`src/hdl/b93_pkg.sv`:
```
`timescale 1ns / 1ps

package b93_pkg;

  localparam int unsigned RADIX       = 93;
  localparam int unsigned GROUP_BYTES = 4;
  localparam int unsigned NUM_DIGITS  = 5;
  localparam int unsigned NUM_DIVS    = NUM_DIGITS - 1;
  localparam int unsigned CONV_STAGES = 2 * NUM_DIVS;
  localparam int unsigned FIFO_DEPTH  = 2;
  localparam int unsigned FIFO_PTR_W  = $clog2(FIFO_DEPTH);

  // floor(2^38 / 93): with a 38-bit shift the estimate is the quotient or one below
  localparam int unsigned RECIP_SHIFT = 38;
  localparam logic [31:0] RECIP       = 32'd2955676418;

  typedef logic [6:0] digit_t;
  typedef digit_t [NUM_DIGITS-1:0] digit_vec_t;  // index 0 is the most significant

  typedef struct packed {
    logic [7:0] data_byte;
    logic       end_of_message;
  } in_beat_t;

  typedef struct packed {
    logic [6:0] char_code;
    logic       last_char;
  } out_beat_t;

  // one group or message tail, handed from the front to the back
  typedef struct packed {
    logic [31:0] value;
    logic [2:0]  ndig;
    logic        last;
  } job_t;

  typedef struct packed {
    logic [31:0] val;
    logic [31:0] quo;
    digit_vec_t  dig;
    logic [2:0]  ndig;
    logic        last;
  } conv_t;

  // digit to printable ascii, skipping the double quote and the backslash
  function automatic logic [6:0] digit_to_char(input digit_t d);
    logic [6:0] c;
    if (d < 7'd2) begin
      c = d + 7'd32;
    end else if (d < 7'd59) begin
      c = d + 7'd33;
    end else begin
      c = d + 7'd34;
    end
    return c;
  endfunction

endpackage

```
`src/hdl/b93_front.sv`:
```
`timescale 1ns / 1ps

module b93_front (
  input  logic             clk,
  input  logic             rst_n,
  input  logic             in_valid,
  output logic             in_ready,
  input  b93_pkg::in_beat_t in_data,
  output logic             job_valid,
  input  logic             job_ready,
  output b93_pkg::job_t    job_data
);

  logic [23:0] pending_bytes_r, pending_bytes_nxt;
  logic [1:0]  pending_count_r, pending_count_nxt;
  logic [2:0]  count;
  logic        full_group;
  logic        accept;

  assign count      = {1'b0, pending_count_r} + 3'd1;
  assign full_group = (count == 3'(b93_pkg::GROUP_BYTES));
  assign in_ready   = job_ready;
  assign accept     = in_valid && in_ready;

  assign job_valid      = in_valid && (full_group || in_data.end_of_message);
  assign job_data.value = {pending_bytes_r, in_data.data_byte};
  assign job_data.ndig  = full_group ? 3'(b93_pkg::NUM_DIGITS) : count + 3'd1;
  assign job_data.last  = in_data.end_of_message;

  always_comb begin
    pending_bytes_nxt = pending_bytes_r;
    pending_count_nxt = pending_count_r;
    if (accept) begin
      if (full_group || in_data.end_of_message) begin
        pending_bytes_nxt = '0;
        pending_count_nxt = '0;
      end else begin
        pending_bytes_nxt = {pending_bytes_r[15:0], in_data.data_byte};
        pending_count_nxt = count[1:0];
      end
    end
  end

  always_ff @(posedge clk) begin
    if (!rst_n) begin
      pending_bytes_r <= '0;
      pending_count_r <= '0;
    end else begin
      pending_bytes_r <= pending_bytes_nxt;
      pending_count_r <= pending_count_nxt;
    end
  end

endmodule

```
`config.mk`:
```
export PLATFORM = sky130hd
export DESIGN_NAME = b93_front
export DESIGN_NICKNAME = d
export VERILOG_FILES = /design/src/hdl/b93_pkg.sv /design/src/hdl/b93_front.sv
export SDC_FILE = /design/constraint.sdc
export NUM_CORES = 1
export LEC_CHECK = 0
export BUFFER_PORTS_ARGS = -buffer_cell sky130_fd_sc_hd__buf_2
export CAP_MARGIN = 30
export CORE_MARGIN = 8
export CORE_UTILIZATION = 41
export CTS_CLUSTER_DIAMETER = 40
export CTS_CLUSTER_SIZE = 24
export DETAILED_ROUTE_END_ITERATION = 12
export PLACE_DENSITY = 0.74
export SETUP_SLACK_MARGIN = 0.3
export SKIP_CTS_REPAIR_TIMING = 1
export SLEW_MARGIN = 30
export SYNTH_ARGS = -nofsm -noshare
export SYNTH_HDL_FRONTEND = slang
export SYNTH_SLANG_ARGS = --single-unit
export TNS_END_PERCENT = 20
```
`constraint.sdc`:
```
create_clock -name clk -period 1.25 [get_ports clk]
set_input_delay 0 -clock clk [delete_from_list [all_inputs] [get_ports clk]]
set_output_delay 0 -clock clk [all_outputs]
set_load 0.01 [all_outputs]
```
==> results.cfg <==
[pwr]
intPower_w = 0.00118
power_switching_share = 0.238
leakagePower_nw = 0.668
switchingPower_w = 0.000367
ir_drop_mv = 0.609
combinationalPowerShare = 0.133
finalPower_w = 0.00155
p_seq_frac = 0.547
pwr_density_cell_nw_per_um2 = 1010
clock_power_share = 0.320

[critical_path]
reg2reg_depth = 4
startpoint_type = flop
crit_start = pending_count_r[0]
regToRegEndpoint = pending_bytes_r[19]
rrSetupSlack_ps = 20
critPathKind = flop to primary output
endpoint_kind = primary output
crit_path_end = job_data[2]
worstPathRequired_ps = 1250
cp_max_fo = 5
cp_data_arrival_time_ps = 1290
r2r-start = pending_count_r[1]

[flow_run]
cap_violations = 0

[route]
drc = 0
drt_iter0_markers = 24
routed_via_density = 5.03
dr.pass1.iters = 4
wl_um = 2870
wl_met1_um = 1180
wl_met2_um = 1460
routed.top_layer = met4
wl_per_cell_um = 14.6
vias = 991
route.met3.wl_um = 216
drtAntennaViolNets = 0

[clocking]
clock_tree.root_cell = clkbuf_4
cts_buffers = 3
cts_tree = built
clk_path_buf_depth = 2
cts_sinks = 26
clkLatencyLatePin_ps = 320
cts.htree.levels = 1
clk_pin_slew_ps = 130

[sta]
slew_viol_final = 0
setup_viol = 2
grt_setup_unrepaired = true
skew_ps = 9.85
relSlewSlack = 0.793
worstMarginPinSlew_ps = 310
period_needed_ps = 1290
hold_viol = 0
fmax_mhz = 773
finalCritPeriodShare = 1.04
layout_setup_ws_ps = -44.0
fin_tns_setup_ps = -86.0

[layout]
multi_input_area_um2 = 492
diodes = 0
fin_nets = 182
fill_cells = 241
regArea_um2 = 528
drive_gt1_frac = 0.482
fin_cells = 197
final_core_util = 0.567
syn_to_final_growth_pct = 35.5

[floorplan]
die_w_um = 68.4
start_util = 0.419
die_h_um = 68.4
dieArea_um2 = 4680
io_pins = 51
rows = 19
core-area_um2 = 2690

[global_route]
antenna_found_initial = 0
grt_max_degree = 26
grt_overflow = 0
grt_pass1_wl_um = 4440
first_global_vias = 1019
grt_use_total = 0.120

[yosys]
synth.largest_area_cell = dfxtp_1
yosys_most_used_dff = dfxtp_1
ys_seq_elements = 26
syn_nets = 132
yosysTopAreaCellShare = 0.463
yosys_warnings = 0
syn-instance-count = 117
ys_seq_area_frac = 0.463
async_reset_ff_frac = 0
synth-edff-count = 0
synth_most_common_cell = nand2_1
synth_area_leaders = dfxtp_1, nand2_1, o22ai_2
avgSynthCellArea_um2 = 9.61
synth_cell_types = 18
synthTopCellsByCount = nand2_1, dfxtp_1, o22ai_1
syn-cell-area_um2 = 1120

[placed_design]
routabilityCongestion = 0.711
place_inst = 182
dpl_worst_slack_ps = 44.1
hpwl_um = 2010
portBuffers = 50

[status]
violations = setup timing
outcome = complete, but fails checks

[hold_path]
hold_class = input port to flop
-- how the worst min path moves through the flow --
stage                     slack [ps]  cells after the start       start            endpoint
after floorplan                   90                      1   job_ready            in_ready
after global placement           200                      2  in_data[5]         job_data[8]
after detailed placement         200                      2  in_data[4]         job_data[7]
after CTS                        -90                      3  in_data[6]  pending_bytes_r[5]
after global routing              40                      3  in_data[0]  pending_count_r[0]
final                             50                      2       rst_n  pending_count_r[0]
-- layer usage --
layer	vias to the layer above	track usage
met5	-	0
met4	0	0.0460
met3	2	0.0393
met2	29	0.210
met1	467	0.131
li1	493	-
-- worst max-delay path, cell delays in order (launching register included) --
cell	delay, ps
dfxtp_4	410
inv_2	50
ha_4	260
xor2_1	120
buf_2	150
-- power groups by stage --
stage / Clock (W) / Combinational (W) / Sequential [W]
after floorplan: 0 / 0.000124 / 0.000869
after global placement: 0 / 0.000164 / 0.000864
after global routing: 0.000545 / 0.000223 / 0.000848
final: 0.000495 / 0.000206 / 0.000845
after CTS: 0.000512 / 0.000168 / 0.000848
after detailed placement: 0 / 0.000168 / 0.000865
-- cells by family (layout without fill, tap and decap cells) --
family / Yosys count / count (layout) / share of synthesized area
compound gates: 28 / 28 / 0.211
xor+xnor: 1 / 1 / 0.00779
fa+ha+maj: 2 / 2 / 0.0222
buf+inv: 22 / 71 / 0.150
flops: 26 / 26 / 0.463
simple gates: 38 / 38 / 0.146
-- final cells by class --
| class | count | share of cell area |
|---|---|---|
| Sequential cell | 26 | 0.346 |
| Multi-Input combinational cell | 69 | 0.323 |
| Tap cell | 31 | 0.0255 |
| Inverter | 2 | 0.00493 |
| Timing Repair Buffer | 65 | 0.269 |
| Clock buffer | 4 | 0.0312 |
-- metrics by stage --
step / hold WS (ps) / area [um^2]
after floorplan: 91.8 / 1140
after global placement: 203 / 1310
after detailed placement: 202 / 1310
after CTS: -90.4 / 1360
after global routing: 40.2 / 1520
final: 51.4 / 1520
-- state kept, by name, indices dropped and copies added, names as in the netlist --
| name | flops |
|---|---|
| pending_bytes_r | 24 |
| pending_count_r | 2 |
-- layout by cell type, fill, tap and decap left out, drive strengths merged --
cell          n
clkbuf        4
a21boi        1
o32ai         1
xor2          1
nand4bb       1
and2          1
dlygate4sd3   8
dfxtp        26
nand2        33
inv           2
nor4bb        1
ha            2
o21a          2
buf          57
or2           2
o22ai        24
Note: power is estimated with default switching activity, not from simulation.
