`src/hdl/b93_pkg.sv`:
```
`timescale 1ns / 1ps

package b93_pkg;

  localparam int unsigned RADIX       = 93;
  localparam int unsigned GROUP_BYTES = 4;
  localparam int unsigned NUM_DIGITS  = 5;
  localparam int unsigned NUM_DIVS    = NUM_DIGITS - 1;
  localparam int unsigned CONV_STAGES = 2 * NUM_DIVS;
  localparam int unsigned FIFO_DEPTH  = 2;
  localparam int unsigned FIFO_PTR_W  = $clog2(FIFO_DEPTH);

  // floor(2^38 / 93): with a 38-bit shift the estimate is the quotient or one below
  localparam int unsigned RECIP_SHIFT = 38;
  localparam logic [31:0] RECIP       = 32'd2955676418;

  typedef logic [6:0] digit_t;
  typedef digit_t [NUM_DIGITS-1:0] digit_vec_t;  // index 0 is the most significant

  typedef struct packed {
    logic [7:0] data_byte;
    logic       end_of_message;
  } in_beat_t;

  typedef struct packed {
    logic [6:0] char_code;
    logic       last_char;
  } out_beat_t;

  // one group or message tail, handed from the front to the back
  typedef struct packed {
    logic [31:0] value;
    logic [2:0]  ndig;
    logic        last;
  } job_t;

  typedef struct packed {
    logic [31:0] val;
    logic [31:0] quo;
    digit_vec_t  dig;
    logic [2:0]  ndig;
    logic        last;
  } conv_t;

  // digit to printable ascii, skipping the double quote and the backslash
  function automatic logic [6:0] digit_to_char(input digit_t d);
    logic [6:0] c;
    if (d < 7'd2) begin
      c = d + 7'd32;
    end else if (d < 7'd59) begin
      c = d + 7'd33;
    end else begin
      c = d + 7'd34;
    end
    return c;
  endfunction

endpackage

```
`src/hdl/b93_emit.sv`:
```
`timescale 1ns / 1ps

module b93_emit (
  input  logic               clk,
  input  logic               rst_n,
  input  logic               dig_valid,
  output logic               dig_ready,
  input  b93_pkg::conv_t     dig_data,
  output logic               out_valid,
  input  logic               out_ready,
  output b93_pkg::out_beat_t out_data
);

  localparam logic [2:0] LAST_POS = 3'(b93_pkg::NUM_DIGITS - 1);

  logic                busy_r, busy_nxt;
  b93_pkg::digit_vec_t digs_r;
  logic [2:0]          pos_r, pos_nxt;
  logic                last_r;
  logic                out_valid_r, out_valid_nxt;
  b93_pkg::out_beat_t  out_data_r;
  logic                load_out;
  logic                job_done;
  logic                take_job;

  assign load_out  = busy_r && (!out_valid_r || out_ready);
  assign job_done  = load_out && (pos_r == LAST_POS);
  assign dig_ready = !busy_r || job_done;
  assign take_job  = dig_valid && dig_ready;
  assign out_valid = out_valid_r;
  assign out_data  = out_data_r;

  always_comb begin
    busy_nxt      = busy_r;
    pos_nxt       = pos_r;
    out_valid_nxt = out_valid_r;
    if (out_ready) begin
      out_valid_nxt = 1'b0;
    end
    if (load_out) begin
      out_valid_nxt = 1'b1;
      pos_nxt       = pos_r + 3'd1;
    end
    if (job_done) begin
      busy_nxt = 1'b0;
    end
    if (take_job) begin
      busy_nxt = 1'b1;
      // leading digits of a short tail are skipped
      pos_nxt  = 3'(b93_pkg::NUM_DIGITS) - dig_data.ndig;
    end
  end

  always_ff @(posedge clk) begin
    if (!rst_n) begin
      busy_r      <= 1'b0;
      out_valid_r <= 1'b0;
      pos_r       <= '0;
    end else begin
      busy_r      <= busy_nxt;
      out_valid_r <= out_valid_nxt;
      pos_r       <= pos_nxt;
    end
  end

  always_ff @(posedge clk) begin
    if (take_job) begin
      digs_r <= dig_data.dig;
      last_r <= dig_data.last;
    end
    if (load_out) begin
      out_data_r.char_code <= b93_pkg::digit_to_char(digs_r[pos_r]);
      out_data_r.last_char <= last_r && (pos_r == LAST_POS);
    end
  end

endmodule

```
`config.mk`:
```
export PLATFORM = sky130hd
export DESIGN_NAME = b93_emit
export DESIGN_NICKNAME = d
export VERILOG_FILES = /design/src/hdl/b93_pkg.sv /design/src/hdl/b93_emit.sv
export SDC_FILE = /design/constraint.sdc
export NUM_CORES = 1
export LEC_CHECK = 0
export ABC_AREA = 1
export CAP_MARGIN = 25
export CORE_MARGIN = 5
export CORE_UTILIZATION = 55
export CTS_BUF_LIST = sky130_fd_sc_hd__clkbuf_4 sky130_fd_sc_hd__clkbuf_8
export CTS_CLUSTER_SIZE = 14
export DETAILED_ROUTE_END_ITERATION = 8
export DONT_BUFFER_PORTS = 1
export PLACE_DENSITY = 0.75
export SYNTH_ARGS = -nofsm -noshare
export SYNTH_HDL_FRONTEND = slang
export SYNTH_SLANG_ARGS = --single-unit
```
`constraint.sdc`:
```
create_clock -name clk -period 2.2 [get_ports clk]
set_input_delay 0.22 -clock clk [delete_from_list [all_inputs] [get_ports clk]]
set_output_delay 0.22 -clock clk [all_outputs]
set_load 0.01 [all_outputs]
```
==> out/metrics.cfg <==
[clocking]
cts_max_level = 2
cts_sinks = 49
clk_latency_ps = 310
cts_tree = yes
cts_root_buf = clkbuf_8
clk_pin_slew_ps = 90
cts.path.max_buffers = 2
numCtsBuffers = 5

[sta]
maxSlewHeadroom = 0.739
whs_ps = 16.1
tightest_slew_ps = 391
skew_ps = 7.39
hold_viol = 0
report.final.slew_viol_count = 0
setup_viol = 0
clock.fmax_mhz = 486
post-route-period-util = 0.935
final.min_clock_period_ps = 2060

[synth]
synth_nets = 337
syn_avg_cell_area_um2 = 10.7
ys_seq_area_frac = 0.600
netlist_area_um2 = 2370
ys_warn_count = 0
ys_ff_latch = 49
ys_types = 28
synthCells = 222

[global_routing]
grt_overflow = 0
grt_start_max_net_pins = 37
track_usage = 0.188
grt_pass1_wl_um = 7870
antenna_found_initial = 0
first_global_vias = 1752

[placement]
hpwl_um = 2970
placement.io_buffers = 0
dpl.cell_count = 277
place_congestion = 0.866

[floorplan]
core_area_um2 = 4090
start_util = 0.579
die_w_um = 75.6
io_pins = 117
num_rows = 23
die_area_um2 = 5720
die_height_um = 75.6

[routing]
antenna_left = 0
drc = 0
drtPass1Iterations = 4
num_vias = 1732
route.final.wire_length_um = 5240
first_iter_violations = 133
wl_per_cell_um = 15.9
via_per_inst = 5.25

[hold_path]
worstHoldStart = rst_n
holdPathStages = 2
hp-class = input port to flip-flop
min_to = pos_r[2]

[power]
power_density_nw_per_um2 = 786
p_leak_nw = 1.26
internal-power_w = 0.00173
vdd_drop_max_uv = 515
switching_share = 0.291
p_switching_w = 0.000711
comb_power_share = 0.254
clkPwrFrac = 0.272
seqPwrFrac = 0.474

[worst_setup_path]
worstPathArrival_ps = 2120
cp.required_ps = 2270
worst-path-max-fanout = 11
r2r_end = out_data[7]
reg2reg_depth = 13
end_kind = flip-flop
crit_path_start_kind = flip-flop
regToRegSetupSlack_ps = 140
r2r_start = pos_r[0]
path_class = flip-flop to flip-flop

[layout]
area_growth_pct = 31.2
fin_cells = 330
antennaDiodeCount = 0
drive_above_1_share = 0.204
utilization = 0.760
mostFrequentLayoutCell = nand2_1
layout_common_cells = nand2_1, edfxtp_1, dlygate4sd3_1
nets = 394

[flow_run]
timing.max_cap.violations = 0

[run_status]
status = finished, final reports clean

-- synthesized netlist by cell type, drive strengths merged --
master	count	area, um^2
nand2	67	294
edfxtp	44	1320
nand3	32	160
inv	22	87.6
nor2	12	57.6
o21ai	9	52.6
ha	8	100
dfxtp	5	100
xor2	5	43.8
a21oi	4	20.0
buf	4	45.0
nor3	3	31.3
xnor2	3	26.3
a211oi	2	15.0
a31oi	1	6.26
nand4	1	6.26
-- per-layer routing --
metal	routed length [um]	up-vias	GRT usage
li1	-	861	-
met1	2100	800	0.199
met2	2710	58	0.341
met3	296	13	0.0580
met4	129	0	0.0854
met5	0	-	0
-- how the worst max path moves through the flow --
stage	from	endpoint	slack, ps	cells past startpoint
5_1_grt	pos_r[0]	out_data[7]	-10	16
3_3_place_gp	pos_r[1]	out_data[7]	-20	11
3_5_place_dp	pos_r[1]	out_data[7]	-80	11
4_1_cts	pos_r[0]	out_data[7]	6	13
2_1_floorplan	pos_r[0]	pos_r[2]	30	12
6_report	pos_r[0]	out_data[7]	140	13
-- registers in the layout, indices dropped and copies added, names as in the netlist --
register	cells
out_valid	1
pos_r	3
digs_r	35
out_data	8
last_r	1
busy_r	1
-- power by group through the flow --
stage | sequential, W | clock, W | combinational (W)
after floorplan | 0.00116 | 0 | 0.000374
final | 0.00116 | 0.000664 | 0.000621
after CTS | 0.00115 | 0.000667 | 0.000530
after global routing | 0.00116 | 0.000709 | 0.000691
after global placement | 0.00117 | 0 | 0.000469
after detailed placement | 0.00118 | 0 | 0.000477
-- stage by stage --
step	worst slack, ps	area [um^2]	setup TNS (ps)	power [W]
finish	143	3110	0	0.00244
detailed placement	-75.4	2480	-188	0.00165
global placement	-22.0	2480	-22.0	0.00164
CTS	6.16	2960	0	0.00235
floorplan	32.7	2370	0	0.00154
global route	-11.4	3110	-11.4	0.00256
-- final cells by class --
type                            instances  area (um^2)
Fill cell                             258          981
Timing Repair Buffer                   54          539
Multi-Input combinational cell        147          868
Clock buffer                            5         68.8
Clock inverter                          3         47.5
Tap cell                               50         62.6
Inverter                               22         95.1
Sequential cell                        49         1420
-- critical path, stage by stage, from the launching register on --
cell	delay, ps
dfxtp_2	340
buf_12	150
nor3_4	190
buf_4	150
buf_4	100
nand2_1	70
nand2_2	190
nand2_4	100
nor2_4	110
nand2_4	100
nand3_1	100
nand2_1	50
nor2_1	100
nor2_1	60
-- cells by family after synthesis --
| logic type | count (synthesis) | share of synthesized area |
|---|---|---|
| compound gates | 16 | 0.0396 |
| flops | 49 | 0.600 |
| fa+ha+maj | 8 | 0.0423 |
| buf+inv | 26 | 0.0560 |
| xor+xnor | 8 | 0.0296 |
| simple gates | 115 | 0.232 |
-- repair_timing --
item,4_1_cts,5_1_grt
gates resized for setup,1,18
hold endpoints to repair,36,1
cloned,0,0
pin swaps,0,8
endpoints found under the setup margin,3,7
buffers inserted,0,8
hold buffers,36,1
Note: power is estimated with default switching activity, not from simulation.
