===== config.mk =====
export PLATFORM = sky130hd
export DESIGN_NAME = b93_fifo
export DESIGN_NICKNAME = d
export VERILOG_FILES = /design/src/hdl/b93_pkg.sv /design/src/hdl/b93_fifo.sv
export SDC_FILE = /design/constraint.sdc
export NUM_CORES = 1
export LEC_CHECK = 0
export BUFFER_PORTS_ARGS = -buffer_cell sky130_fd_sc_hd__buf_2
export CAP_MARGIN = 0
export CORE_AREA = 2 2 88 90
export DETAILED_ROUTE_END_ITERATION = 8
export DIE_AREA = 0 0 90 92
export GPL_TIMING_DRIVEN = 0
export PLACE_DENSITY_LB_ADDON = 0.15
export RECOVER_POWER = 100
export SYNTH_ARGS = -nofsm -noshare
export SYNTH_HDL_FRONTEND = slang
export SYNTH_SLANG_ARGS = --single-unit

===== constraint.sdc =====
create_clock -name clk -period 2.4 [get_ports clk]
set_input_delay 0.24 -clock clk [delete_from_list [all_inputs] [get_ports clk]]
set_output_delay 0.24 -clock clk [all_outputs]
set_load 0.1 [all_outputs]

===== src/hdl/b93_pkg.sv =====
`timescale 1ns / 1ps

package b93_pkg;

  localparam int unsigned RADIX       = 93;
  localparam int unsigned GROUP_BYTES = 4;
  localparam int unsigned NUM_DIGITS  = 5;
  localparam int unsigned NUM_DIVS    = NUM_DIGITS - 1;
  localparam int unsigned CONV_STAGES = 2 * NUM_DIVS;
  localparam int unsigned FIFO_DEPTH  = 2;
  localparam int unsigned FIFO_PTR_W  = $clog2(FIFO_DEPTH);

  // floor(2^38 / 93): with a 38-bit shift the estimate is the quotient or one below
  localparam int unsigned RECIP_SHIFT = 38;
  localparam logic [31:0] RECIP       = 32'd2955676418;

  typedef logic [6:0] digit_t;
  typedef digit_t [NUM_DIGITS-1:0] digit_vec_t;  // index 0 is the most significant

  typedef struct packed {
    logic [7:0] data_byte;
    logic       end_of_message;
  } in_beat_t;

  typedef struct packed {
    logic [6:0] char_code;
    logic       last_char;
  } out_beat_t;

  // one group or message tail, handed from the front to the back
  typedef struct packed {
    logic [31:0] value;
    logic [2:0]  ndig;
    logic        last;
  } job_t;

  typedef struct packed {
    logic [31:0] val;
    logic [31:0] quo;
    digit_vec_t  dig;
    logic [2:0]  ndig;
    logic        last;
  } conv_t;

  // digit to printable ascii, skipping the double quote and the backslash
  function automatic logic [6:0] digit_to_char(input digit_t d);
    logic [6:0] c;
    if (d < 7'd2) begin
      c = d + 7'd32;
    end else if (d < 7'd59) begin
      c = d + 7'd33;
    end else begin
      c = d + 7'd34;
    end
    return c;
  endfunction

endpackage


===== src/hdl/b93_fifo.sv =====
`timescale 1ns / 1ps

module b93_fifo (
  input  logic          clk,
  input  logic          rst_n,
  input  logic          push_valid,
  output logic          push_ready,
  input  b93_pkg::job_t push_data,
  output logic          pop_valid,
  input  logic          pop_ready,
  output b93_pkg::job_t pop_data
);

  localparam int unsigned CNT_W = $clog2(b93_pkg::FIFO_DEPTH + 1);

  b93_pkg::job_t                  mem_r [b93_pkg::FIFO_DEPTH];
  logic [b93_pkg::FIFO_PTR_W-1:0] wr_ptr_r, wr_ptr_nxt;
  logic [b93_pkg::FIFO_PTR_W-1:0] rd_ptr_r, rd_ptr_nxt;
  logic [CNT_W-1:0]               cnt_r, cnt_nxt;
  logic                           do_push, do_pop;

  assign push_ready = (cnt_r != CNT_W'(b93_pkg::FIFO_DEPTH));
  assign pop_valid  = (cnt_r != '0);
  assign pop_data   = mem_r[rd_ptr_r];
  assign do_push    = push_valid && push_ready;
  assign do_pop     = pop_valid && pop_ready;

  always_comb begin
    wr_ptr_nxt = wr_ptr_r;
    rd_ptr_nxt = rd_ptr_r;
    cnt_nxt    = cnt_r;
    if (do_push) begin
      wr_ptr_nxt = (wr_ptr_r == b93_pkg::FIFO_PTR_W'(b93_pkg::FIFO_DEPTH - 1)) ?
                   '0 : wr_ptr_r + 1'b1;
    end
    if (do_pop) begin
      rd_ptr_nxt = (rd_ptr_r == b93_pkg::FIFO_PTR_W'(b93_pkg::FIFO_DEPTH - 1)) ?
                   '0 : rd_ptr_r + 1'b1;
    end
    if (do_push && !do_pop) begin
      cnt_nxt = cnt_r + 1'b1;
    end else if (do_pop && !do_push) begin
      cnt_nxt = cnt_r - 1'b1;
    end
  end

  always_ff @(posedge clk) begin
    if (!rst_n) begin
      wr_ptr_r <= '0;
      rd_ptr_r <= '0;
      cnt_r    <= '0;
    end else begin
      wr_ptr_r <= wr_ptr_nxt;
      rd_ptr_r <= rd_ptr_nxt;
      cnt_r    <= cnt_nxt;
    end
  end

  always_ff @(posedge clk) begin
    if (do_push) begin
      mem_r[wr_ptr_r] <= push_data;
    end
  end

endmodule


==> summary.txt, run 1 <==
Outcome
  – Outcome: complete, no violations

Clock network
  – CTS hold repair buffers: 0
  – Clk Latency, worst-skew pair: between 0.3 and 0.4 ns
  – Clk pin slew, worst setup/hold paths: 0.08 ns
  – Num CTS Buffers: 9
  – Clk sinks: slightly below 80
  – Post_cts resized: 0
  – Root Driver: clkbuf_8
  – Clk buf depth: 2
  – CTS tree: yes
  – Setup repair bufs after CTS: 0
  – H-tree levels: 3

Floorplan
  – Die Span X: 90 µm
  – Initial Util: 0.3804
  – Die Ht: 92 µm
  – Row cnt: 32
  – Die area: about 0.0083 mm²
  – Core Area: 0.007447 mm²
  – I/O pin count: 78

Worst setup path
  – Startpoint types: flip-flop
  – R2R Path End: mem_r[0][14]
  – Crit end category: primary output
  – Worst-path maximum fanout: 10
  – R2R depth: 3
  – Worst r2r src: cnt_r[0]
  – WS Path Type: reg -> out
  – Critical path required time: 2.16 ns
  – Worst R2R Setup Slack: between 0.6 and 0.7 ns
  – Crit path arrival time: ~1.9 ns

Worst hold path
  – WHS Path Cells: 1
  – Worst min path class: in -> reg
  – Hold_sp: push_data[24]
  – Hold EP: mem_r[1][24]

Finish
  – Antenna cells: 0
  – Commonest non-fill, non-tap cells in the layout: edfxtp_1 (72), clkbuf_2 (37), mux2_2 (36)
  – Fill cell count: between 600 and 700
  – Most common cell after layout, fill and taps aside: edfxtp_1
  – Net count, final: between 200 and 300
  – Register area: around 0.0023 mm²
  – Layout cells sized above 1: 0.5391
  – Multi-input logic area: 536.8 µm²
  – P&R area growth vs syn: 26.24%
  – Final std cells w/o fill: 332

Detailed routing
  – Via density: 4.506
  – Vias: 1496
  – DR WL/cell: roughly 14 µm
  – Antenna Nets Post-Route: 0
  – Final WL: between 4000 and 5000 µm
  – # DRC: 0
  – 1st-pass router iterations: 4
  – DR iter-0 viols: 42

Yosys
  – YS warnings: 0
  – Simple-Gate Fraction of Synth Area: 0.02297
  – Main combinational cell family by area after synthesis: multiplexers
  – Distinct cells, synth: 20
  – Synthesized netlist cell count: 136
  – Area share of fa/ha/maj cells after synthesis: 0.004417
  – Yosys reg bits: 77
  – Compound-Gate Fraction of Synth Area: 0.01237
  – Post-synthesis xor/xnor area fraction: 0.009276
  – Netlist Area Pre-Place: about 0.0028 mm²
  – Mapped Avg Cell Area: between 20 and 25 µm²
  – Mux cell area share after synthesis: 0.1431
  – Post-synth net total: 177
  – Sequential-to-total area share from yosys stat: 0.7986

GRT
  – Gr ovfl total: 0
  – Initial antenna violation count: 0
  – Global-route wire length before repair: about 7500 µm
  – GRT Resource Usage Total: 0.1248
  – Largest net degree at the start of global routing: 37
  – Vias in the first global route: 1493

STA
  – Max Freq: 474.4 MHz
  – Slew Viols, Final: 0
  – Final Critical Period: roughly 2.1 ns
  – Worst-Margin Slew: 1.158 ns
  – RSZ-0062 raised after global routing: false
  – Period Utilization, post-route: 0.8782
  – Number of setup violations in the final report: 0
  – Clk_skew: 0.01154 ns
  – Final hold violations: 0
  – Slew headroom: 0.2316

Placement
  – DP Cell Count: between 300 and 400
  – Hpwl dp: 3015 µm
  – IO Port Bufs: 77
  – RePlAce Congestion: 0.6681

Run
  – Max-Cap Viols: 0
synthesized netlist by cell type (all sizes together):
master  instances  area share
or2             1      0.0022
xor2            1      0.0031
xnor2           2      0.0062
nand2b          1      0.0049
ha              1      0.0044
nand3b          1      0.0027
mux2           36        0.14
or3             1      0.0022
and2            4      0.0088
and3            1      0.0022
edfxtp         72        0.76
dfxtp           5       0.035
buf             4      0.0079
o21ai           2      0.0035
a21bo           1      0.0035
inv             1      0.0013
a21boi          2      0.0053
stage by stage:
step	setup TNS, ns	instance area [µm²]	setup slack [ns]	hold slack [ns]	utilization
after floorplan	0	2833	0.2759	0.3389	-
after global placement	-3.035	3346	-0.08604	0.4283	0.4493
after detailed placement	0	3367	0.6466	0.4312	0.4521
after CTS	0	3597	0.3462	0.05939	0.4830
after global routing	0	3576	0.1500	0.05554	0.4802
final	0	3576	0.2922	0.07939	0.4802
critical path: stages, from the launching register on:
cell	delay (ns)
dfxtp_1	0.31
buf_4	0.17
clkbuf_2	0.30
mux2_2	0.38
clkbuf_2	0.37
logic make-up after synthesis:
logic type | count (synthesis)
flops | 77
mux | 36
simple gates | 9
compound gates | 5
buf+inv | 5
xor+xnor | 3
fa+ha+maj | 1
flip-flops by register name, indices dropped and copies added, names as in the netlist, named ones only:
register,flops
cnt_r,2
rd_ptr_r,1
wr_ptr_r,1
mem_r,72
layer usage:
metal	global-route usage	wire length, µm
met2	0.1980	2421
met3	0.04026	256
met1	0.1466	2000
met4	0.08077	91
met5	0	0
final cells by class:
type,instances,area share
sequential,77,0.6326
inverter,1,0.001050
multi-input combinational,54,0.1501
tap,102,0.03569
clock inverter,5,0.02764
clock buffer,11,0.03674
timing repair buffer,78,0.1099
buffer,4,0.006298
worst max-delay path by stage:
stage	start	to	slack [ns]	cells after the start
4_1_cts	flip-flop	pop_data[30]	0.35	4
6_report	flip-flop	pop_data[30]	0.29	4
3_5_place_dp	cnt_r[0]	mem_r[0][6]	0.65	3
2_1_floorplan	cnt_r[0]	mem_r[1][0]	0.28	2
5_1_grt	flip-flop	pop_data[30]	0.15	4
3_3_place_gp	cnt_r[0]	mem_r[1][5]	-0.09	2
Power of run 1 is not shown: default switching activity piles up to over one toggle a cycle in this logic, so the estimate is an artifact.
==> run 2: changes to the inputs <==
--- a/config.mk
+++ b/config.mk
@@ -7,9 +7,9 @@
 export LEC_CHECK = 0
 export BUFFER_PORTS_ARGS = -buffer_cell sky130_fd_sc_hd__buf_2
 export CAP_MARGIN = 0
-export CORE_AREA = 2 2 88 90
+export CORE_AREA = 2 2 75 105
 export DETAILED_ROUTE_END_ITERATION = 8
-export DIE_AREA = 0 0 90 92
+export DIE_AREA = 0 0 77 107
 export GPL_TIMING_DRIVEN = 0
 export PLACE_DENSITY_LB_ADDON = 0.15
 export RECOVER_POWER = 100
==> run 2 against run 1 <==
Via count decreased by 0.27%; global-route usage decreased by 0.23 points; cell area decreased by 2.5%; die area decreased by 0.50%; hold slack improved by 0.0015 ns; clock-buffer cell count increased by 3; wire length decreased by 1.5%.
==> summary.txt, run 2 (synthesis results as in run 1) <==
STA
  – Worst hold slack: 0.08091 ns (was 0.07939 ns)
  – Slew Viols, Final: 0 (unchanged)
  – Number of setup violations in the final report: 0 (unchanged)
  – Slew headroom: 0.2276 (was 0.2316)
  – RSZ-0062 raised after global routing: false (unchanged)
  – Max Freq: 473.8 MHz (was 474.4 MHz)
  – Final hold violations: 0 (unchanged)
  – Clk_skew: 0.005765 ns (was 0.01154 ns)
  – Final Critical Period: 2.111 ns (was 2.108 ns)
  – Period Utilization, post-route: 0.8794 (was 0.8782)
  – Worst-Margin Slew: 1.164 ns (was 1.158 ns)

Worst setup path
  – CP max stage cell: mux2_2 (unchanged)
  – Critical path's most frequent cell: clkbuf_2 (unchanged)
  – Crit end category: primary output (unchanged)
  – Startpoint types: flip-flop (unchanged)
  – Crit path arrival time: 1.87 ns (about the same)
  – Critical path required time: 2.16 ns (about the same)
  – Worst-path maximum fanout: 10 (unchanged)
  – Worst R2R Setup Slack: 0.62 ns (was 0.64 ns)
  – WS Path Type: reg -> out (unchanged)
  – Worst path max stage delay: 0.38 ns (about the same)
  – Critical path cell sequence: buf_4, clkbuf_2, mux2_2, clkbuf_2 (unchanged)

Outcome
  – Outcome: complete, no violations (unchanged)

Clock network
  – Clk buf depth: 2 (unchanged)
  – CTS tree: yes (unchanged)
  – CTS hold repair buffers: 0 (unchanged)
  – Clk sinks: 77 (unchanged)
  – Post_cts resized: 0 (unchanged)
  – Clk pin slew, worst setup/hold paths: 0.07 ns (was 0.08 ns)
  – Setup repair bufs after CTS: 0 (unchanged)
  – Num CTS Buffers: 9 (unchanged)
  – H-tree levels: 3 (unchanged)
  – Root Driver: clkbuf_8 (unchanged)
  – Clk Latency, worst-skew pair: 0.34 ns (about the same)

Floorplan
  – Initial Util: 0.3873 (was 0.3804)
  – Die area: 0.008239 mm² (was 0.008280 mm²)
  – Row cnt: 37 (was 32)
  – Die Ht: 107 µm (was 92 µm)
  – Die Span X: 77 µm (was 90 µm)
  – I/O pin count: 78 (unchanged)
  – Core Area: 0.007315 mm² (was 0.007447 mm²)

Finish
  – Flip-flop count of the largest register after layout: 72 (unchanged)
  – Commonest non-fill, non-tap cells in the layout: edfxtp_1 (72), mux2_2 (36), clkbuf_2 (35) (was edfxtp_1 (72), clkbuf_2 (37), mux2_2 (36))
  – Most common cell after layout, fill and taps aside: edfxtp_1 (unchanged)
  – Net count, final: 265 (was 266)
  – Antenna cells: 0 (unchanged)
  – P&R area growth vs syn: 23.06% (was 26.24%)
  – Biggest register: mem_r (unchanged)
  – Biggest regs: mem_r: 72 flops, cnt_r: 2 flops (unchanged)
  – Layout cells sized above 1: 0.5109 (was 0.5391)
  – Design Area, Final: 0.003486 mm² (was 0.003576 mm²)

Worst hold path
  – Worst min path class: in -> reg (unchanged)

Placement
  – IO Port Bufs: 77 (unchanged)
  – RePlAce Congestion: 0.6747 (was 0.6681)
  – Hpwl dp: 2998 µm (was 3015 µm)
  – DP Area: 0.003341 mm² (was 0.003367 mm²)

GRT
  – Initial antenna violation count: 0 (unchanged)
  – Vias in the first global route: 1517 (was 1493)
  – Global-route wire length before repair: 7286 µm (was 7493 µm)
  – GRT Resource Usage Total: 0.1225 (was 0.1248)
  – Largest net degree at the start of global routing: 37 (unchanged)
  – Gr ovfl total: 0 (unchanged)

Run
  – Max-Cap Viols: 0 (unchanged)

Detailed routing
  – Final WL: 4697 µm (was 4769 µm)
  – 1st-pass router iterations: 4 (unchanged)
  – Via density: 4.577 (was 4.506)
  – DR iter-0 viols: 102 (was 42)
  – DR WL/cell: 14.41 µm (was 14.36 µm)
  – Antenna Nets Post-Route: 0 (unchanged)
  – # DRC: 0 (unchanged)
  – Vias: 1492 (was 1496)
run 2: cell types whose count changed in the layout (fill, tap and decap cells not counted):
cell / delta
buf_12: -1
clkinv_1: -1
clkbuf_1: +10
nand2b_1: -1
and3_2: +1
buf_1: -1
clkinv_2: +1
nand2b_2: +1
bufinv_16: -3
buf_2: -6
clkbuf_2: -2
and3_1: -1
clkbuf_8: +2
run 2: through the flow:
stage / TNS (ns) / utilization / instances / worst slack, ns
after floorplan: 0 / - / 136 / 0.2759
after global placement: -1.998 / 0.4566 / 310 / -0.05695
after detailed placement: 0 / 0.4567 / 310 / 0.5961
after CTS: 0 / 0.4803 / 326 / 0.3288
after global routing: 0 / 0.4766 / 326 / 0.1801
final: 0 / 0.4766 / 326 / 0.2894
run 2: final timing paths:
path | from | endpoint | depth (start not counted)
max reg2reg | cnt_r[0] | mem_r[1][18] | 2
min reg2reg | cnt_r[1] | cnt_r[1] | 2
max | flip-flop | pop_data[29] | 4
min | push_data[1] | mem_r[0][1] | 1
run 2: routing by layer:
metal	GRT usage	part of all wire	up-vias
met5	0	0	-
met4	0.07270	0.018	0
met3	0.05135	0.069	7
met2	0.2005	0.52	53
met1	0.1323	0.40	728
li1	-	-	704
run 2: cell type report:
cell class	instances	area [µm²]
clock buffers	14	162.7
clock inverters	2	10.01
well taps	97	121.4
plain buffers	4	22.52
repair buffers	77	362.8
flip-flops and latches	77	2262
multi-input cells	54	540.5
fillers	692	3829
inverters	1	3.754
run 2: worst max-delay path: cells and delay by family, from the launching register on:
family                 cells  cell delay [ns]
muxes                      1             0.38
DFF                        1             0.31
buffers and inverters      3             0.84
Power of run 2 is left out for the same reason.
==> run 3: changes to the inputs <==
--- a/config.mk
+++ b/config.mk
@@ -5,7 +5,7 @@
 export SDC_FILE = /design/constraint.sdc
 export NUM_CORES = 1
 export LEC_CHECK = 0
-export BUFFER_PORTS_ARGS = -buffer_cell sky130_fd_sc_hd__buf_2
+export BUFFER_PORTS_ARGS = -buffer_cell sky130_fd_sc_hd__buf_4
 export CAP_MARGIN = 0
 export CORE_AREA = 2 2 75 105
 export DETAILED_ROUTE_END_ITERATION = 8
==> run 3 against run 2 <==
First-iteration DRC count fell by 30%; highest routed layer unchanged; non-clock buffer count rose by 1; fmax rose by 1.5%; global-route usage decreased by 0.36 points; largest cell class unchanged; clock skew hardly changed; register-to-register slack improved by 0.05 ns; hold slack improved by 0.023 ns.
==> summary.txt, run 3 (synthesis results as in run 1) <==
Finish
  – Layout cells sized above 1: 0.5677 (was 0.5109)
  – Design Area, Final: 0.003623 mm² (was 0.003486 mm²)
  – Most common cell after layout, fill and taps aside: edfxtp_1 (unchanged)
  – Commonest non-fill, non-tap cells in the layout: edfxtp_1 (72), mux2_2 (36), clkbuf_2 (34) (was edfxtp_1 (72), mux2_2 (36), clkbuf_2 (35))
  – Antenna cells: 0 (unchanged)
  – P&R area growth vs syn: 27.92% (was 23.06%)
  – Biggest register: mem_r (unchanged)
  – Flip-flop count of the largest register after layout: 72 (unchanged)
  – Biggest regs: mem_r: 72 flops, cnt_r: 2 flops (unchanged)
  – Util after Layout: 0.4954 (was 0.4766)
  – Net count, final: 266 (was 265)

GRT
  – Initial antenna violation count: 0 (unchanged)
  – Vias in the first global route: 1602 (was 1517)
  – Largest net degree at the start of global routing: 37 (unchanged)
  – Gr ovfl total: 0 (unchanged)
  – GRT Resource Usage Total: 0.1189 (was 0.1225)
  – Global-route wire length before repair: 7245 µm (was 7286 µm)

Worst setup path
  – Crit end category: primary output (unchanged)
  – Startpoint types: flip-flop (unchanged)
  – Crit path arrival time: 1.84 ns (was 1.87 ns)
  – Critical path cell sequence: buf_4, buf_2, mux2_2, clkbuf_2 (was buf_4, clkbuf_2, mux2_2, clkbuf_2)
  – Worst R2R Setup Slack: 0.67 ns (was 0.62 ns)
  – R2R depth: 3 (was 2)
  – R2R Path End: mem_r[0][3] (was mem_r[1][18])
  – CP max stage cell: mux2_2 (unchanged)
  – Worst-path maximum fanout: 10 (unchanged)
  – Worst path max stage delay: 0.38 ns (about the same)
  – Critical path required time: 2.16 ns (about the same)
  – WS Path Type: reg -> out (unchanged)
  – Worst r2r src: cnt_r[0] (unchanged)

STA
  – Final Critical Period: 2.079 ns (was 2.111 ns)
  – Worst hold slack: 0.1038 ns (was 0.08091 ns)
  – Worst-Margin Slew: 1.163 ns (was 1.164 ns)
  – RSZ-0062 raised after global routing: false (unchanged)
  – Post-route setup TNS: 0 ns (unchanged)
  – Slew Viols, Final: 0 (unchanged)
  – Number of setup violations in the final report: 0 (unchanged)
  – Slew headroom: 0.2277 (was 0.2276)
  – Max Freq: 481.0 MHz (was 473.8 MHz)
  – Period Utilization, post-route: 0.8662 (was 0.8794)
  – Final hold violations: 0 (unchanged)
  – Clk_skew: 0.006036 ns (was 0.005765 ns)

Floorplan
  – Die Span X: 77 µm (unchanged)
  – Row cnt: 37 (unchanged)
  – Die Ht: 107 µm (unchanged)
  – I/O pin count: 78 (unchanged)
  – Initial Util: 0.3873 (unchanged)
  – Core Area: 0.007315 mm² (unchanged)
  – Die area: 0.008239 mm² (unchanged)

Worst hold path
  – WHS Path Cells: 1 (unchanged)
  – Hold EP: mem_r[1][25] (was mem_r[0][1])
  – Hold_sp: push_data[25] (was push_data[1])
  – Worst min path class: in -> reg (unchanged)

Outcome
  – Outcome: complete, no violations (unchanged)

Placement
  – Hpwl dp: 3107 µm (was 2998 µm)
  – RePlAce Congestion: 0.6382 (was 0.6747)
  – DP Area: 0.003553 mm² (was 0.003341 mm²)
  – IO Port Bufs: 77 (unchanged)

Clock network
  – Num CTS Buffers: 9 (unchanged)
  – Post_cts resized: 0 (unchanged)
  – CTS tree: yes (unchanged)
  – H-tree levels: 3 (unchanged)
  – Clk Latency, worst-skew pair: 0.34 ns (about the same)
  – Clk pin slew, worst setup/hold paths: 0.07 ns (about the same)
  – CTS hold repair buffers: 0 (unchanged)
  – Clk buf depth: 2 (unchanged)
  – Root Driver: clkbuf_8 (unchanged)
  – Clk sinks: 77 (unchanged)
  – Setup repair bufs after CTS: 0 (unchanged)

Detailed routing
  – Vias: 1491 (was 1492)
  – 1st-pass router iterations: 4 (unchanged)
  – DR iter-0 viols: 71 (was 102)
  – DR WL/cell: 14.36 µm (was 14.41 µm)
  – Antenna Nets Post-Route: 0 (unchanged)
  – # DRC: 0 (unchanged)
  – Via density: 4.574 (was 4.577)
  – Final WL: 4680 µm (was 4697 µm)

Run
  – Max-Cap Viols: 0 (unchanged)
-- run 3: changes by cell type in the layout (fill, tap and decap cells not counted), moves of 2 or more --
cell	previous run	this run
buf_4	1	7
clkbuf_8	11	9
clkinv_1	0	2
clkbuf_1	21	4
clkbuf_4	0	33
buf_2	27	3
-- run 3: worst max-delay path by stage --
stage	start	end	slack, ns	cells past startpoint
5_1_grt	flip-flop	pop_data[29]	0.23	4
4_1_cts	flip-flop	pop_data[31]	0.41	4
3_3_place_gp	cnt_r[0]	mem_r[1][27]	-0.07	2
2_1_floorplan	cnt_r[0]	mem_r[1][0]	0.28	2
3_5_place_dp	cnt_r[0]	mem_r[0][8]	0.67	3
6_report	flip-flop	pop_data[29]	0.32	4
-- run 3: layout make-up --
cell class	count	area, µm²
repair buffers	78	498.0
clock buffers	9	123.9
clock inverters	6	55.05
inverters	1	3.754
fillers	706	3691
plain buffers	4	22.52
multi-input cells	54	536.8
flip-flops and latches	77	2262
well taps	97	121.4
-- run 3: per-layer routing --
metal | global-route usage | part of all wire | vias up | routed length (µm)
li1 | - | - | 703 | -
met1 | 0.1162 | 0.38 | 724 | 1777
met2 | 0.2143 | 0.53 | 53 | 2494
met3 | 0.03535 | 0.059 | 11 | 277
met4 | 0.08036 | 0.028 | 0 | 130
met5 | 0 | 0 | - | 0
-- run 3: worst max-delay path, delay by kind of cell (launching register included) --
family / cells / cell delay (ns)
buf+inv: 3 / 0.81
mux: 1 / 0.38
flops: 1 / 0.31
-- run 3: metrics by stage --
stage	setup WS, ns	instances
floorplan	0.2759	136
global placement	-0.06880	310
CTS	0.4059	326
detailed placement	0.6735	311
global route	0.2278	326
finish	0.3212	326
Power of run 3 is left out for the same reason.
